--- config.mk ---
export PLATFORM = sky130hd
export DESIGN_NAME = xml_char_reference_decoder
export DESIGN_NICKNAME = d
export VERILOG_FILES = /design/src/rtl/xcr_pkg.sv /design/src/rtl/xml_char_reference_decoder.sv /design/src/rtl/xcr_ram.sv /design/src/rtl/xcr_front.sv /design/src/rtl/xcr_back.sv
export VERILOG_INCLUDE_DIRS = /design/src /design/src/rtl
export SDC_FILE = /design/constraint.sdc
export NUM_CORES = 1
export LEC_CHECK = 0
export BUFFER_PORTS_ARGS = -buffer_cell sky130_fd_sc_hd__buf_2
export CAP_MARGIN = 20
export CORE_MARGIN = 3
export CORE_UTILIZATION = 57
export CTS_BUF_LIST = sky130_fd_sc_hd__clkbuf_16
export CTS_CLUSTER_DIAMETER = 50
export DETAILED_ROUTE_END_ITERATION = 8
export MAX_ROUTING_LAYER = met4
export PLACE_DENSITY = 0.74
export SLEW_MARGIN = 15
export SYNTH_ARGS = -nofsm -noshare
export SYNTH_HDL_FRONTEND = slang
export SYNTH_SLANG_ARGS = --single-unit
--- constraint.sdc ---
create_clock -name aclk -period 5.5 [get_ports aclk]
set_clock_uncertainty 0.15 [all_clocks]
set_input_delay 0.55 -clock aclk [delete_from_list [all_inputs] [get_ports aclk]]
set_output_delay 0.55 -clock aclk [all_outputs]
set_load 0.005 [all_outputs]
--- src/rtl/assert_macros.svh ---
// ----------------------------------------------------------------------------
// assert_macros
// assertion macros for the character reference decoder
// ----------------------------------------------------------------------------
`ifndef ASSERT_MACROS_SVH
`define ASSERT_MACROS_SVH
`ifndef ASSERT_OFF
`define ASSERT_IMPLIES(label, clk, rstn, a, c) \
    label: assert property (@(posedge clk) disable iff (!rstn) (a) |-> (c)) \
        else $error("assertion failed");
`define ASSERT_NEXT(label, clk, rstn, a, c) \
    label: assert property (@(posedge clk) disable iff (!rstn) (a) |=> (c)) \
        else $error("assertion failed");
`else
`define ASSERT_IMPLIES(label, clk, rstn, a, c)
`define ASSERT_NEXT(label, clk, rstn, a, c)
`endif
`endif

--- src/rtl/xcr_pkg.sv ---
// ----------------------------------------------------------------------------
// xcr_pkg
// types and constants shared by the character reference decoder
// ----------------------------------------------------------------------------
package xcr_pkg;
    localparam logic [7:0] CH_AMP   = 8'h26;
    localparam logic [7:0] CH_SEMI  = 8'h3B;
    localparam logic [7:0] CH_HASH  = 8'h23;
    localparam logic [7:0] CH_X     = 8'h78;
    localparam logic [7:0] CH_QUOT  = 8'h22;
    localparam logic [7:0] CH_APOS  = 8'h27;
    localparam logic [7:0] CH_GT    = 8'h3E;
    localparam logic [7:0] CH_LT    = 8'h3C;
    localparam logic [3:0] DIGIT_LIMIT = 4'd11;

    // command from the front end to the back end
    localparam logic [1:0] CMD_BYTE  = 2'd0;  // emit one byte
    localparam logic [1:0] CMD_UTF8  = 2'd1;  // emit code value as utf-8
    localparam logic [1:0] CMD_FLUSH = 2'd2;  // emit held text then byte

    typedef struct packed {
        logic [1:0]  cmd;
        logic [7:0]  data;
        logic [31:0] value;
        logic [6:0]  count;
        logic        eos;
    } xcr_cmd_t;

    function automatic logic [4:0] hex_digit(input logic [7:0] b, input logic hex);
        logic [4:0] d;
        d = 5'h10;
        if (b >= 8'h30 && b <= 8'h39) d = {1'b0, b[3:0]};
        else if (hex && b >= 8'h61 && b <= 8'h66) d = 5'(b - 8'h57);
        else if (hex && b >= 8'h41 && b <= 8'h46) d = 5'(b - 8'h37);
        return d;
    endfunction
endpackage

--- src/rtl/xml_char_reference_decoder.sv ---
// ----------------------------------------------------------------------------
// xml_char_reference_decoder
// decodes xml character references in a byte stream to utf-8
// ----------------------------------------------------------------------------
//  channel | direction | ports
//  s_      | in        | s_valid s_ready s_in_byte s_end_of_string
//  m_      | out       | m_valid m_ready m_out_byte m_run_last m_string_last
//
// held bytes are accepted one per cycle while the command slot is free; a
// transaction that emits bytes holds the input while the back end drains
// its command. replay of held text reads one ram entry per cycle unless
// m_ready stalls it. aresetn is synchronous; the held text ram needs no
// clearing. output stalls back up through the command slot to s_ready.
module xml_char_reference_decoder
    import xcr_pkg::*;
#(
    parameter int PENDING_DEPTH = 32
) (
    input  logic       aclk,
    input  logic       aresetn,
    input  logic       s_valid,
    output logic       s_ready,
    input  logic [7:0] s_in_byte,
    input  logic       s_end_of_string,
    output logic       m_valid,
    input  logic       m_ready,
    output logic [7:0] m_out_byte,
    output logic       m_run_last,
    output logic       m_string_last
);
    localparam int AW = $clog2(PENDING_DEPTH);
    logic           cmd_valid, cmd_ready, wr_en;
    xcr_cmd_t       cmd;
    logic [AW-1:0]  wr_addr, rd_addr;
    logic [7:0]     wr_data, rd_data;

    xcr_front #(.PENDING_DEPTH(PENDING_DEPTH)) u_front (
        .aclk, .aresetn, .s_valid, .s_ready, .s_in_byte, .s_end_of_string,
        .cmd_valid, .cmd_ready, .cmd, .wr_en, .wr_addr, .wr_data
    );
    xcr_ram #(.WIDTH(8), .DEPTH(PENDING_DEPTH)) u_ram (
        .aclk, .wr_en, .wr_addr, .wr_data, .rd_addr, .rd_data
    );
    xcr_back #(.PENDING_DEPTH(PENDING_DEPTH)) u_back (
        .aclk, .aresetn, .cmd_valid, .cmd_ready, .cmd, .rd_addr, .rd_data,
        .m_valid, .m_ready, .m_out_byte, .m_run_last, .m_string_last
    );
endmodule

--- src/rtl/xcr_ram.sv ---
// ----------------------------------------------------------------------------
// xcr_ram
// generic single write port ram with registered read
// ----------------------------------------------------------------------------
module xcr_ram #(
    parameter int WIDTH = 8,
    parameter int DEPTH = 32
) (
    input  logic                     aclk,
    input  logic                     wr_en,
    input  logic [$clog2(DEPTH)-1:0] wr_addr,
    input  logic [WIDTH-1:0]         wr_data,
    input  logic [$clog2(DEPTH)-1:0] rd_addr,
    output logic [WIDTH-1:0]         rd_data
);
    logic [WIDTH-1:0] mem [DEPTH];

    always_ff @(posedge aclk) begin
        if (wr_en) mem[wr_addr] <= wr_data;
        rd_data <= mem[rd_addr];
    end
endmodule

--- src/rtl/xcr_front.sv ---
// ----------------------------------------------------------------------------
// xcr_front
// scans input bytes, tracks reference state and issues commands
// ----------------------------------------------------------------------------
module xcr_front
    import xcr_pkg::*;
#(
    parameter int PENDING_DEPTH = 32
) (
    input  logic                             aclk,
    input  logic                             aresetn,
    input  logic                             s_valid,
    output logic                             s_ready,
    input  logic [7:0]                       s_in_byte,
    input  logic                             s_end_of_string,
    output logic                             cmd_valid,
    input  logic                             cmd_ready,
    output xcr_cmd_t                         cmd,
    output logic                             wr_en,
    output logic [$clog2(PENDING_DEPTH)-1:0] wr_addr,
    output logic [7:0]                       wr_data
);
    localparam int AW = $clog2(PENDING_DEPTH);
    localparam logic [2:0] M_IDLE = 3'd0, M_AMP = 3'd1, M_HASH = 3'd2,
        M_DEC = 3'd3, M_HEX = 3'd4, M_NAME = 3'd5, M_PASS = 3'd6;

    logic [2:0]  mode_reg, mode_next;
    logic [6:0]  cnt_reg, cnt_next;
    logic [3:0]  dig_reg, dig_next;
    logic [31:0] val_reg, val_next;
    logic        ovf_reg, ovf_next, end_reg, end_next;
    logic [31:0] name_reg, name_next;  // first four name bytes after '&'
    logic        acc, emit;
    logic [4:0]  d;
    logic [35:0] prod;
    logic [7:0]  b;
    logic        named_ok;
    logic [7:0]  named_ch;

    assign b = s_in_byte;
    assign s_ready = cmd_ready;
    assign acc = s_valid && s_ready;
    assign d = hex_digit(b, mode_reg == M_HEX);
    assign prod = (mode_reg == M_HEX) ? {val_reg, 4'h0}
                : 36'({val_reg, 3'b0}) + 36'({val_reg, 1'b0});

    always_comb begin
        named_ok = 1'b0;
        named_ch = CH_AMP;
        if (cnt_reg == 7'd5 && name_reg == 32'h71756f74) begin
            named_ok = 1'b1; named_ch = CH_QUOT;
        end else if (cnt_reg == 7'd5 && name_reg == 32'h61706f73) begin
            named_ok = 1'b1; named_ch = CH_APOS;
        end else if (cnt_reg == 7'd3 && name_reg[31:16] == 16'h6774) begin
            named_ok = 1'b1; named_ch = CH_GT;
        end else if (cnt_reg == 7'd3 && name_reg[31:16] == 16'h6c74) begin
            named_ok = 1'b1; named_ch = CH_LT;
        end else if (cnt_reg == 7'd4 && name_reg[31:8] == 24'h616d70) begin
            named_ok = 1'b1;
        end
    end

    always_comb begin
        mode_next = mode_reg; cnt_next = cnt_reg; dig_next = dig_reg;
        val_next = val_reg; ovf_next = ovf_reg; end_next = end_reg;
        name_next = name_reg;
        emit = 1'b0;
        cmd = '{cmd: CMD_BYTE, data: b, value: val_reg, count: cnt_reg,
                eos: s_end_of_string};
        wr_en = 1'b0;
        wr_addr = cnt_reg[AW-1:0];
        wr_data = b;
        if (acc) begin
            if (mode_reg == M_IDLE) begin
                if (b == CH_AMP && !s_end_of_string) begin
                    wr_en = 1'b1; wr_addr = '0;
                    cnt_next = 7'd1; mode_next = M_AMP; dig_next = '0;
                    val_next = '0; ovf_next = 1'b0; end_next = 1'b0;
                    name_next = '0;
                end else begin
                    emit = 1'b1;
                end
            end else if (mode_reg == M_PASS) begin
                emit = 1'b1;
                if (b == CH_SEMI) mode_next = M_IDLE;
            end else if (b == CH_SEMI) begin
                emit = 1'b1;
                mode_next = M_IDLE;
                cnt_next = '0;
                if ((mode_reg == M_DEC || mode_reg == M_HEX) && dig_reg != 4'd0
                    && dig_reg < DIGIT_LIMIT && !ovf_reg) begin
                    cmd.cmd = CMD_UTF8;
                end else if (mode_reg == M_NAME && named_ok) begin
                    cmd.data = named_ch;
                end else begin
                    cmd.cmd = CMD_FLUSH;
                end
            end else if (s_end_of_string || cnt_reg >= 7'(PENDING_DEPTH)) begin
                emit = 1'b1;
                cmd.cmd = CMD_FLUSH;
                mode_next = M_PASS;
                cnt_next = '0;
            end else begin
                wr_en = 1'b1;
                cnt_next = cnt_reg + 7'd1;
                if (cnt_reg >= 7'd1 && cnt_reg <= 7'd4)
                    name_next[8*(4-cnt_reg[2:0]) +: 8] = b;
                if (mode_reg == M_AMP) begin
                    mode_next = (b == CH_HASH) ? M_HASH : M_NAME;
                end else if (mode_reg == M_HASH && b == CH_X) begin
                    mode_next = M_HEX;
                end else if (mode_reg != M_NAME) begin
                    if (mode_reg == M_HASH) mode_next = M_DEC;
                    if (!end_reg && dig_reg < DIGIT_LIMIT) begin
                        if (d[4]) begin
                            end_next = 1'b1;
                        end else begin
                            dig_next = dig_reg + 4'd1;
                            // hash mode digit uses decimal since hex flag is off
                            val_next = 32'(prod + 36'(d[3:0]));
                            if (prod + 36'(d[3:0]) > 36'hFFFFFFFF) ovf_next = 1'b1;
                        end
                    end
                end
            end
            if (s_end_of_string) begin
                mode_next = M_IDLE; cnt_next = '0;
            end
        end
    end
    assign cmd_valid = emit;

    always_ff @(posedge aclk) begin
        if (!aresetn) begin
            mode_reg <= M_IDLE; cnt_reg <= '0; dig_reg <= '0; val_reg <= '0;
            ovf_reg <= 1'b0; end_reg <= 1'b0; name_reg <= '0;
        end else begin
            mode_reg <= mode_next; cnt_reg <= cnt_next; dig_reg <= dig_next;
            val_reg <= val_next; ovf_reg <= ovf_next; end_reg <= end_next;
            name_reg <= name_next;
        end
    end
endmodule

--- src/rtl/xcr_back.sv ---
// ----------------------------------------------------------------------------
// xcr_back
// command queue and byte emitter: utf-8 encode, held text replay
// ----------------------------------------------------------------------------
module xcr_back
    import xcr_pkg::*;
#(
    parameter int PENDING_DEPTH = 32
) (
    input  logic                             aclk,
    input  logic                             aresetn,
    input  logic                             cmd_valid,
    output logic                             cmd_ready,
    input  xcr_cmd_t                         cmd,
    output logic [$clog2(PENDING_DEPTH)-1:0] rd_addr,
    input  logic [7:0]                       rd_data,
    output logic                             m_valid,
    input  logic                             m_ready,
    output logic [7:0]                       m_out_byte,
    output logic                             m_run_last,
    output logic                             m_string_last
);
    localparam int AW = $clog2(PENDING_DEPTH);

    // one-entry command slot; the front end stalls while it is busy
    logic        busy_reg, busy_next;
    xcr_cmd_t    c_reg, c_next;
    logic [6:0]  idx_reg, idx_next;   // byte index within command
    logic        rdv_reg, rdv_next;   // ram read data valid for idx_reg
    logic        ov_reg, ov_next;
    logic [7:0]  ob_reg, ob_next;
    logic        orl_reg, orl_next, osl_reg, osl_next;
    logic [2:0]  ulen;
    logic [7:0]  ubyte;
    logic [31:0] v;
    logic        have, last, out_free;
    logic [7:0]  byte_sel;
    logic [2:0]  k;

    assign v = c_reg.value;
    always_comb begin
        if (v <= 32'h7F) ulen = 3'd1;
        else if (v <= 32'h7FF) ulen = 3'd2;
        else if (v <= 32'hFFFF) ulen = 3'd3;
        else if (v <= 32'h1FFFFF) ulen = 3'd4;
        else if (v <= 32'h3FFFFFF) ulen = 3'd5;
        else ulen = 3'd6;
        k = 3'(ulen - 3'd1 - idx_reg[2:0]);
        ubyte = 8'h80 | 8'(6'((v >> (6 * k))));
        if (idx_reg == 7'd0) begin
            unique case (ulen)
                3'd1: ubyte = v[7:0];
                3'd2: ubyte = 8'hC0 | 8'(v[10:6]);
                3'd3: ubyte = 8'hE0 | 8'(v[15:12]);
                3'd4: ubyte = 8'hF0 | 8'(v[20:18]);
                3'd5: ubyte = 8'hF8 | 8'(v[25:24]);
                default: ubyte = 8'hFC | 8'(v[30]);
            endcase
        end
    end

    assign out_free = !ov_reg || m_ready;
    assign cmd_ready = !busy_reg;

    always_comb begin
        have = 1'b0; last = 1'b0; byte_sel = c_reg.data;
        unique case (c_reg.cmd)
            CMD_UTF8: begin
                have = 1'b1; byte_sel = ubyte;
                last = idx_reg == 7'(ulen - 3'd1);
            end
            CMD_FLUSH: begin
                if (idx_reg < c_reg.count) begin
                    have = rdv_reg; byte_sel = rd_data;
                end else begin
                    have = 1'b1; last = 1'b1;
                end
            end
            default: begin
                have = 1'b1; last = 1'b1;
            end
        endcase
    end

    always_comb begin
        busy_next = busy_reg; c_next = c_reg; idx_next = idx_reg;
        rdv_next = 1'b0;
        rd_addr = idx_reg[AW-1:0];
        ov_next = ov_reg && !m_ready;
        ob_next = ob_reg; orl_next = orl_reg; osl_next = osl_reg;
        if (busy_reg) begin
            rdv_next = 1'b1;
            if (have && out_free) begin
                ov_next = 1'b1; ob_next = byte_sel;
                orl_next = last; osl_next = last && c_reg.eos;
                idx_next = idx_reg + 7'd1;
                rd_addr = AW'(idx_reg + 7'd1);
                if (last) busy_next = 1'b0;
            end
        end else if (cmd_valid) begin
            busy_next = 1'b1; c_next = cmd; idx_next = '0;
            rd_addr = '0;
            rdv_next = 1'b1;
        end
    end

    assign m_valid = ov_reg;
    assign m_out_byte = ob_reg;
    assign m_run_last = orl_reg;
    assign m_string_last = osl_reg;

    always_ff @(posedge aclk) begin
        if (!aresetn) begin
            busy_reg <= 1'b0; ov_reg <= 1'b0; rdv_reg <= 1'b0; idx_reg <= '0;
        end else begin
            busy_reg <= busy_next; ov_reg <= ov_next; rdv_reg <= rdv_next;
            idx_reg <= idx_next;
        end
        c_reg <= c_next; ob_reg <= ob_next; orl_reg <= orl_next;
        osl_reg <= osl_next;
    end

`include "assert_macros.svh"
    `ASSERT_NEXT(a_out_hold, aclk, aresetn, m_valid && !m_ready, m_valid)
    `ASSERT_IMPLIES(a_sl_rl, aclk, aresetn, m_valid && m_string_last, m_run_last)
    `ASSERT_NEXT(a_take_busy, aclk, aresetn, cmd_valid && cmd_ready, busy_reg)
endmodule
Yosys cells after proc, flatten, opt, wreduce, memory -nomap -nowiden
Memories as Yosys holds them, arrays and structs flattened. A register that Yosys moved wholly into a read port is not among the register bits.
Cells that the tools add are included.
{"block": "word_totals", "regBits": 150, "mem_bits_rw": 256, "wordCells": 275, "mem_count": 1}
{"memory": "u_ram.mem", "depth": 32, "word_bits": 8, "read_ports": 1, "rd_ports_with_merged_regs": 1, "write_ports": 1, "line": "xcr_ram.sv:16", "source": "logic [WIDTH-1:0] mem [DEPTH];"}
{"block": "classes", "addsub": 12, "multipliers": 1, "n_lt_le_gt_ge": 17, "n_eq_ne": 38, "n_shift": 3, "muxes": 130, "n_bitwise": 2, "n_reduce_logical": 52}
{"operator": "$mux W32", "count": 15}
{"operator": "$mux W8", "count": 11}
{"operator": "$eq A32 B31 Y1 const B", "count": 2}
{"operator": "$mux W7", "count": 9}
{"operator": "$mux W5", "count": 10}
{"operator": "$mux W1", "count": 49}
{"operator": "$mux W3", "count": 16}
{"operator": "$mux W4", "count": 10}
{"operator": "$pmux W8 S5", "count": 1}
{"operator": "$add A35 B33 Y36", "count": 1}
{"operator": "$add A36 B4 Y36", "count": 1}
{"operator": "$gt A36 B32 Y1 const B", "count": 1}
{"operator": "$mux W36", "count": 1}
{"operator": "$neg A32 Y34", "count": 1}
{"operator": "$shift A8 B34 Y32 const A", "count": 1}
{"operator": "$shiftx A8 B34 Y32", "count": 1}
{"operator": "$bwmux W32", "count": 1}
{"operator": "$eq A16 B15 Y1 const B", "count": 2}
{"operator": "$le A32 B11 Y1 const B", "count": 1}
{"operator": "$le A32 B16 Y1 const B", "count": 1}
{"operator": "$le A32 B21 Y1 const B", "count": 1}
{"operator": "$le A32 B26 Y1 const B", "count": 1}
{"operator": "$le A32 B7 Y1 const B", "count": 1}
{"operator": "$shr A32 B6 Y6", "count": 1}
{"operator": "other kinds (52)", "count": 116}

Longest topological paths before layout
Gate-level depths: netlist (run 1).
{"block": "depth", "word_depth": 18, "depth_mapped": 23, "depth_no_buf": 22}

Cells and area by module
Synthesis (run 1) repeated with hierarchy kept, for this count alone.
{"block": "unflattened", "hier_cells": 1662, "area_unflattened_um2": 21007.6}
{"module": "xcr_ram", "n_inst": 1, "cells_each": 417, "area_each_um2": 10053.4}
{"module": "xcr_front", "n_inst": 1, "cells_each": 947, "area_each_um2": 7250.7}
{"module": "xcr_back", "n_inst": 1, "cells_each": 298, "area_each_um2": 3703.6}

Least setup slack after synthesis (run 1)
OpenSTA, ideal clock, no wires.
{"block": "synth_path", "path_type": "flip-flop to flip-flop", "startpoint": "register u_front.mode_reg[0]", "endpoint": "register u_front.val_reg[27]", "setup_time_ps": 115, "arrival_time_ps": 4803, "required_ps": 5235, "slack_ps": 432, "stages_incl_launch_ff": 24, "path_buffers": 6, "synth_period_minus_slack_ps": 5068, "path_cell_list": "dfxtp_1 or3b_1 buf_2 buf_2 clkbuf_1 clkbuf_1 clkbuf_1 and2_1 ha_1 inv_1 fa_1 inv_1 a21oi_1 nor2_1 nand3b_1 nor4_2 nand4b_1 or3_1 clkbuf_1 or3_1 a21oi_1 xor2_1 o21ai_1 and2_1"}
{"block": "synth_via", "elab_chain_len": 16}
{"element": "from (decl)", "line": "xcr_front.sv:27", "source": "logic [2:0] mode_reg, mode_next;"}
{"element": "from (signal assigned)", "line": "xcr_front.sv:138", "source": "mode_reg <= mode_next; cnt_reg <= cnt_next; dig_reg <= dig_next;"}
{"element": "$eq A3 B3 Y1", "line": "xcr_front.sv:43, xcr_front.sv:44"}
{"element": "$logic_and A1 B1 Y1 (2 in series)", "line": "xcr_pkg.sv:34", "source": "else if (hex && b >= 8'h41 && b <= 8'h46) d = 5'(b - 8'h37);"}
{"element": "$mux W5", "line": "xcr_pkg.sv:34"}
{"element": "$mux W5", "line": "xcr_pkg.sv:33", "source": "else if (hex && b >= 8'h61 && b <= 8'h66) d = 5'(b - 8'h57);"}
{"element": "$mux W5", "line": "xcr_pkg.sv:32", "source": "if (b >= 8'h30 && b <= 8'h39) d = {1'b0, b[3:0]};"}
{"element": "$add A36 B4 Y36", "line": "xcr_front.sv:120", "source": "val_next = 32'(prod + 36'(d[3:0]));"}
{"element": "$mux W32", "line": "xcr_front.sv:115", "source": "if (d[4]) begin"}
{"element": "$mux W32", "line": "xcr_front.sv:114", "source": "if (!end_reg && dig_reg < DIGIT_LIMIT) begin"}
{"element": "$mux W32", "line": "xcr_front.sv:112", "source": "end else if (mode_reg != M_NAME) begin"}
{"element": "$mux W32", "line": "xcr_front.sv:110", "source": "end else if (mode_reg == M_HASH && b == CH_X) begin"}
{"element": "$mux W32", "line": "xcr_front.sv:108", "source": "if (mode_reg == M_AMP) begin"}
{"element": "$mux W32", "line": "xcr_front.sv:98", "source": "end else if (s_end_of_string || cnt_reg >= 7'(PENDING_DEPTH)) begin"}
{"element": "$mux W32", "line": "xcr_front.sv:86", "source": "end else if (b == CH_SEMI) begin"}
{"element": "$mux W32", "line": "xcr_front.sv:83", "source": "end else if (mode_reg == M_PASS) begin"}
{"element": "$mux W32", "line": "xcr_front.sv:74", "source": "if (mode_reg == M_IDLE) begin"}
{"element": "to (signal assigned)", "line": "xcr_front.sv:139", "source": "val_reg <= val_next; ovf_reg <= ovf_next; end_reg <= end_next;"}
{"element": "to (decl)", "line": "xcr_front.sv:30", "source": "logic [31:0] val_reg, val_next;"}
Several ways; a longest one is shown, not always the timed one. The select of a mux whose other input is x is not followed.
A chain may end at the register's enable or synchronous reset.

Worst setup path after layout (run 1)
{"block": "layout_path", "startpoint": "input port s_in_byte[7]", "endpoint": "register u_front.ovf_reg"}
{"block": "layout_via", "elab_chain_len": 10}
{"element": "from (decl)", "line": "xml_char_reference_decoder.sv:23", "source": "input logic [7:0] s_in_byte,"}
{"element": "$ge A8 B7 Y1", "line": "xcr_pkg.sv:34"}
{"element": "$logic_and A1 B1 Y1 (2 in series)", "line": "xcr_pkg.sv:34"}
{"element": "$mux W5", "line": "xcr_pkg.sv:34"}
{"element": "$mux W5", "line": "xcr_pkg.sv:33"}
{"element": "$mux W5", "line": "xcr_pkg.sv:32"}
{"element": "$add A36 B4 Y36"}
{"element": "$gt A36 B32 Y1", "line": "xcr_front.sv:121", "source": "if (prod + 36'(d[3:0]) > 36'hFFFFFFFF) ovf_next = 1'b1;"}
{"element": "$reduce_bool A2 Y1 (no source line)"}
{"element": "$reduce_and A11 Y1 (no source line) *"}
{"element": "to (signal assigned)", "line": "xcr_front.sv:139"}
{"element": "to (decl)", "line": "xcr_front.sv:31", "source": "logic ovf_reg, ovf_next, end_reg, end_next;"}
Mark *: on every way between the ends. The rest lies on a longest branch, timed or not.

==> run metrics, run 1 <==
outcome=finished clean; largest net degree at the start of global routing=64; # rows=69; Static Leak=7.82 nW; io pins=25; Total Wirelength=51300 um; most common cell after layout, fill and taps aside=edfxtp_1; Avg Cell Area, Syn=11.4 um^2; remaining antenna violation count=0; CP Class=input pin to register; Final Hold Viols=0; synthesis-to-layout area growth=10.2%; Syn Inst Count=1808; Initial DRT Pass Iterations=6; H-tree depth=2; setup_tns=0 ns; Initial Util=0.579; GRT Overall Usage=0.272; fmax=201 MHz; die area=38500 um^2; CTS tree=built; die width=196 um; Yosys reg bits=414; R2R cell count=22; RSZ-0062 raised after global routing=false; post-synth net total=1887; Core Region=35600 um^2; CP Capture Type=register; Max-slew headroom=0.396; first-pass GRT wire length=80800 um; root buffer cell=clkbuf_16; fraction of registers with async set/reset=0; crit-path max FO=6; pwr/cell area=301 nW/um^2; Slew Limit Fails=0; max reg flops=256; Die H=196 um; Yosys top cell by area=edfxtp_1; setup violators final=0; critical path endpoint=u_front.ovf_reg; design area=22700 um^2; grt ovf=0; Reg-to-Reg End=u_front.ovf_reg; largest reg by FF count=u_ram.mem; PnR Total Power=0.00682 W; distinct cell type count after synthesis=84; Place WS=-0.374 ns; Yosys top cell area share=0.461; sequential cell area fraction in the yosys report=0.556; synth warn=0; slew at the pin with the worst max-slew slack=0.903 ns; # clock sinks=414; vias=14.7k; # nets final=1901; Worst setup SP type=input pin; worst path required time=5.81 ns; reg-to-reg slack, setup=0.59 ns; CTS resizes=0; CTS Hold Bufs=0; number of vias per cell=6.34; WP data arrival=5.29 ns; fin crit period=4.98 ns; max cap viols=0; Max IR drop VDD=0.318 mV; initial antenna violation count=2; period utilization=0.906; commonest non-fill, non-tap cells in the layout=316 x edfxtp_1, 193 x nand2_1, 103 x nor2_1; Post-synth EDFFs=316; worst r2r src=u_front.mode_reg[2]; clock-pin slew on the worst setup and hold paths=0.06 ns; clk_lat worst skew=0.55 ns; number of post-CTS setup repair buffers=0; largest cells by area after synthesis=edfxtp_1 46%, dfxtp_1 9.5%, mux4_2 4.2%, ha_1 3.8%, nand2_1 3.5%; Setup WS post-layout=0.516 ns; DR iter-0 viols=1424; layout cells sized above 1=0.106; DRC=0; vias in the first global route=14.2k; ys flop type=edfxtp_1; placed cell area=21300 um^2; Setup crit start=s_in_byte[7]; Num CTS Buffers=43; DP HPWL=34800 um; IO Port Bufs=24; Synth Cell Area=20600 um^2; worst hold-check path type=input pin to register; maximum clock insertion buffer count=3; wire per inst=22.1 um; RePlAce Congestion=0.902
-- cells in the mapped netlist (35+ instances only) --
cell / instances
and2_1: 76
clkbuf_1: 85
nand2_1: 193
edfxtp_1: 316
a22oi_1: 59
nor2_1: 103
ha_1: 63
nand3_1: 69
mux4_2: 38
a21oi_1: 71
o21ai_0: 75
a211oi_1: 53
nor3_1: 35
dfxtp_1: 98
inv_1: 47
nor2b_1: 51
-- critical path, cell delays in order --
cell and delay [ns]:
buf_2 0.17, nor4b_2 0.57, o311ai_0 0.26, a31oi_1 0.28
buf_4 0.18, nand2_1 0.04, o21ai_0 0.10, ha_1 0.21
inv_1 0.06, fa_1 0.39, inv_1 0.07, a21oi_1 0.06
nor2_1 0.18, nand3b_1 0.19, nor4_2 0.28, nand4b_1 0.20
or3_1 0.46, or3_1 0.42, nor2b_2 0.18, or3_1 0.12
a21boi_1 0.06, o31ai_1 0.23
-- cells by family after synthesis --
family,synth area share
flops,0.556
compound gates,0.132
fa+ha+maj,0.0412
simple gates,0.163
xor+xnor,0.0255
mux,0.0539
buf+inv,0.0284
-- report_power, final --
group          total, W  switching (W)  internal, W
clock           0.00283        0.00121      0.00162
sequential      0.00348      0.0000498      0.00343
combinational  0.000515       0.000326     0.000188
-- how the worst min path moves through the flow --
stage	startpoint	to	slack (ns)	cells after the start
after floorplan	u_front.cnt_reg[4]	u_back.c_reg[5]	0.26	0
after global placement	u_front.end_reg	u_front.end_reg	0.29	2
after detailed placement	u_front.end_reg	u_front.end_reg	0.30	2
after CTS	s_end_of_string	u_back.c_reg[0]	0.19	1
after global routing	s_end_of_string	u_back.c_reg[0]	0.21	1
final	s_end_of_string	u_back.c_reg[0]	0.22	1
-- metrics by stage --
step	std cells	util	hold WS, ns
3_5_place_dp	2238	0.599	0.303
3_3_place_gp	2238	0.599	0.291
6_report	2318	0.638	0.222
2_1_floorplan	1808	-	0.256
4_1_cts	2317	0.638	0.190
5_1_grt	2318	0.638	0.212
-- layout make-up --
type / instances / area [um^2]
clock inverter: 35 / 287
timing repair buffer: 71 / 498
sequential: 414 / 11500
multi-input combinational: 1244 / 8610
fill: 2730 / 12900
clock buffer: 44 / 1100
tap: 461 / 577
inverter: 48 / 180
antenna: 1 / 2.50
-- layer usage --
metal | global-route usage | vias to the layer above | share of wire
met4 | 0.0885 | 0 | 0.034
met5 | - | - | 0
met3 | 0.0472 | 103 | 0.073
met1 | 0.363 | 7121 | 0.42
met2 | 0.430 | 601 | 0.47
li1 | - | 6876 | -
Note: power is estimated with default switching activity, not from simulation.
==> inputs of run 2 (changes only) <==
--- a/config.mk
+++ b/config.mk
@@ -9,12 +9,12 @@
 export BUFFER_PORTS_ARGS = -buffer_cell sky130_fd_sc_hd__buf_2
 export CAP_MARGIN = 20
 export CORE_MARGIN = 3
-export CORE_UTILIZATION = 57
+export CORE_UTILIZATION = 64
 export CTS_BUF_LIST = sky130_fd_sc_hd__clkbuf_16
 export CTS_CLUSTER_DIAMETER = 50
 export DETAILED_ROUTE_END_ITERATION = 8
 export MAX_ROUTING_LAYER = met4
-export PLACE_DENSITY = 0.74
+export PLACE_DENSITY = 0.82
 export SLEW_MARGIN = 15
 export SYNTH_ARGS = -nofsm -noshare
 export SYNTH_HDL_FRONTEND = slang
==> run metrics, run 2 (synthesized netlist as in run 1, its figures left out) <==
CP Capture Type=register; Slew Limit Fails=0 (unchanged); max cap viols=0 (unchanged); first-pass GRT wire length=82800 um (+2.5%); fmax=199 MHz (-0.61%); wire per inst=23.8 um (+7.4%); Die H=185 um (-5.5%); initial antenna violation count=1 (-1); Initial Util=0.651 (+0.0720); Max-slew headroom=0.275 (-0.120); commonest non-fill, non-tap cells in the layout=316 x edfxtp_1, 193 x nand2_1, 103 x nor2_1; largest reg by FF count=u_ram.mem; # nets final=1890 (-0.58%); WP data arrival=5.30 ns (about the same); largest net degree at the start of global routing=84 (+31%); max reg flops=256 (unchanged); pwr/cell area=302 nW/um^2 (+0.56%); RePlAce Congestion=0.999 (+11%); number of post-CTS setup repair buffers=0 (unchanged); slew at the pin with the worst max-slew slack=1.08 ns (+0.180 ns); Worst Hold Depth=1 (unchanged); worst path required time=5.79 ns (-0.02 ns); crit-path max FO=8 (+2); number of vias per cell=6.79 (+7.0%); die area=34400 um^2 (-11%); root buffer cell=clkbuf_16; io pins=25 (unchanged); Static Leak=7.73 nW (-1.1%); H-tree depth=2 (unchanged); IO Port Bufs=24 (unchanged); R2R cell count=19 (-14%); # clock sinks=414 (unchanged); vias=15.3k (+3.8%); Slowest Stage Delay on Critical Path=0.54 ns (-0.03 ns); multi-input logic area=8620 um^2 (about the same); DP HPWL=35600 um (+2.2%); CP Class=register to register; Final Hold Viols=0 (unchanged); maximum clock insertion buffer count=3 (unchanged); Inst Count DP=2167 (-3.2%); RSZ-0062 raised after global routing=false; setup_tns=0 ns (unchanged); DR iter-0 viols=2203 (+55%); die width=185 um (-5.5%); clock-pin slew on the worst setup and hold paths=0.06 ns (about the same); DRC=0 (unchanged); CP max-delay cell=or3_1; remaining antenna violation count=0 (unchanged); GRT Overall Usage=0.321 (+0.0489); Max IR drop VDD=0.239 mV (-25%); Worst setup SP type=register; layout cells sized above 1=0.102 (-0.00316); CTS tree=built; synthesis-to-layout area growth=9.44%; Seq. cell area=11500 um^2 (unchanged); worst hold-check path type=input pin to register; vias in the first global route=14.5k (+2.0%); most common cell after layout, fill and taps aside=edfxtp_1; # rows=65 (-5.8%); outcome=finished clean; period utilization=0.912 (+0.00554); setup violators final=0 (unchanged); Final Non-Filler Cells=2248 (-3.0%); Total Wirelength=53400 um (+4.2%); Core Region=31600 um^2 (-11%); clk_lat worst skew=0.57 ns (+0.02 ns); fill count=2164 (-21%); grt ovf=0 (unchanged); Num CTS Buffers=44 (+2.3%); Initial DRT Pass Iterations=6 (unchanged); worst path cell trace=nor3b_2 > o311ai_0 > a31oi_1 > inv_1 > o21ai_0 > a32o_1 > ha_1 > a21o_1 > a21oi_1 > nor3_2 > nand2_2 > nor4_4 > nand4b_2 > or3_1 > nor4_4 > nand4_1 > or3_1 > a21boi_1 > o31ai_1; fin crit period=5.01 ns (+0.0305 ns)
## run 2: cell types whose count changed in the layout (fill, tap and decap cells not counted), moves of 4 or more
cell	previous run	this run
buf_4	45	32
clkinv_2	0	6
clkinvlp_4	0	4
inv_1	58	52
## run 2: worst paths after layout
path                            start              end  slack [ns]
setup / recovery  u_front.mode_reg[2]  u_front.ovf_reg        0.49
hold / removal        s_end_of_string  u_back.c_reg[0]        0.22
setup reg to reg  u_front.mode_reg[2]  u_front.ovf_reg        0.49
hold reg to reg       u_front.end_reg  u_front.end_reg        0.34
## run 2: worst max-delay path: cells and delay by family (launching register included)
family | cells | cell delay, ns
compound gates | 8 | 1.41
fa+ha+maj | 1 | 0.17
buf+inv | 1 | 0.11
flops | 1 | 0.47
simple gates | 9 | 2.57
## run 2: repair_timing
item                                    in CTS  in global routing
resized for setup                            1                  1
hold buffers                                 0                  0
endpoints found under the setup margin       1                  1
pin swaps                                    0                  0
gates cloned                                 0                  0
## run 2: metrics by stage
step / worst slack, ns / instance area [um^2] / utilization / power [W] / hold WS (ns)
5_1_grt: 0.148 / 22500 / 0.713 / 0.00700 / 0.201
3_5_place_dp: -0.593 / 21200 / 0.669 / 0.00405 / 0.327
6_report: 0.486 / 22500 / 0.713 / 0.00681 / 0.223
4_1_cts: 0.399 / 22500 / 0.712 / 0.00682 / 0.185
2_1_floorplan: 0.432 / 20600 / - / 0.00385 / 0.256
3_3_place_gp: -0.381 / 21200 / 0.669 / 0.00404 / 0.297
## run 2: power by group
part	switching, W	total [W]	internal (W)
registers	0.0000473	0.00348	0.00343
logic	0.000340	0.000526	0.000186
clock network	0.00124	0.00281	0.00157
total	0.00163	0.00681	0.00519
## run 2: cell type report
class                      instances  area share
sequential                       414       0.508
multi-input combinational       1244       0.382
clock buffer                      44      0.0488
tap                              402      0.0223
timing repair buffer              59      0.0186
clock inverter                    36      0.0120
inverter                          48     0.00799
antenna                            1    0.000111
## run 2: routing by layer
metal,global-route usage,routed length (um),up-vias
li1,-,-,6832
met1,0.435,21100,7349
met2,0.497,25200,912
met3,0.0503,4880,163
met4,0.120,2180,0
met5,-,0,-
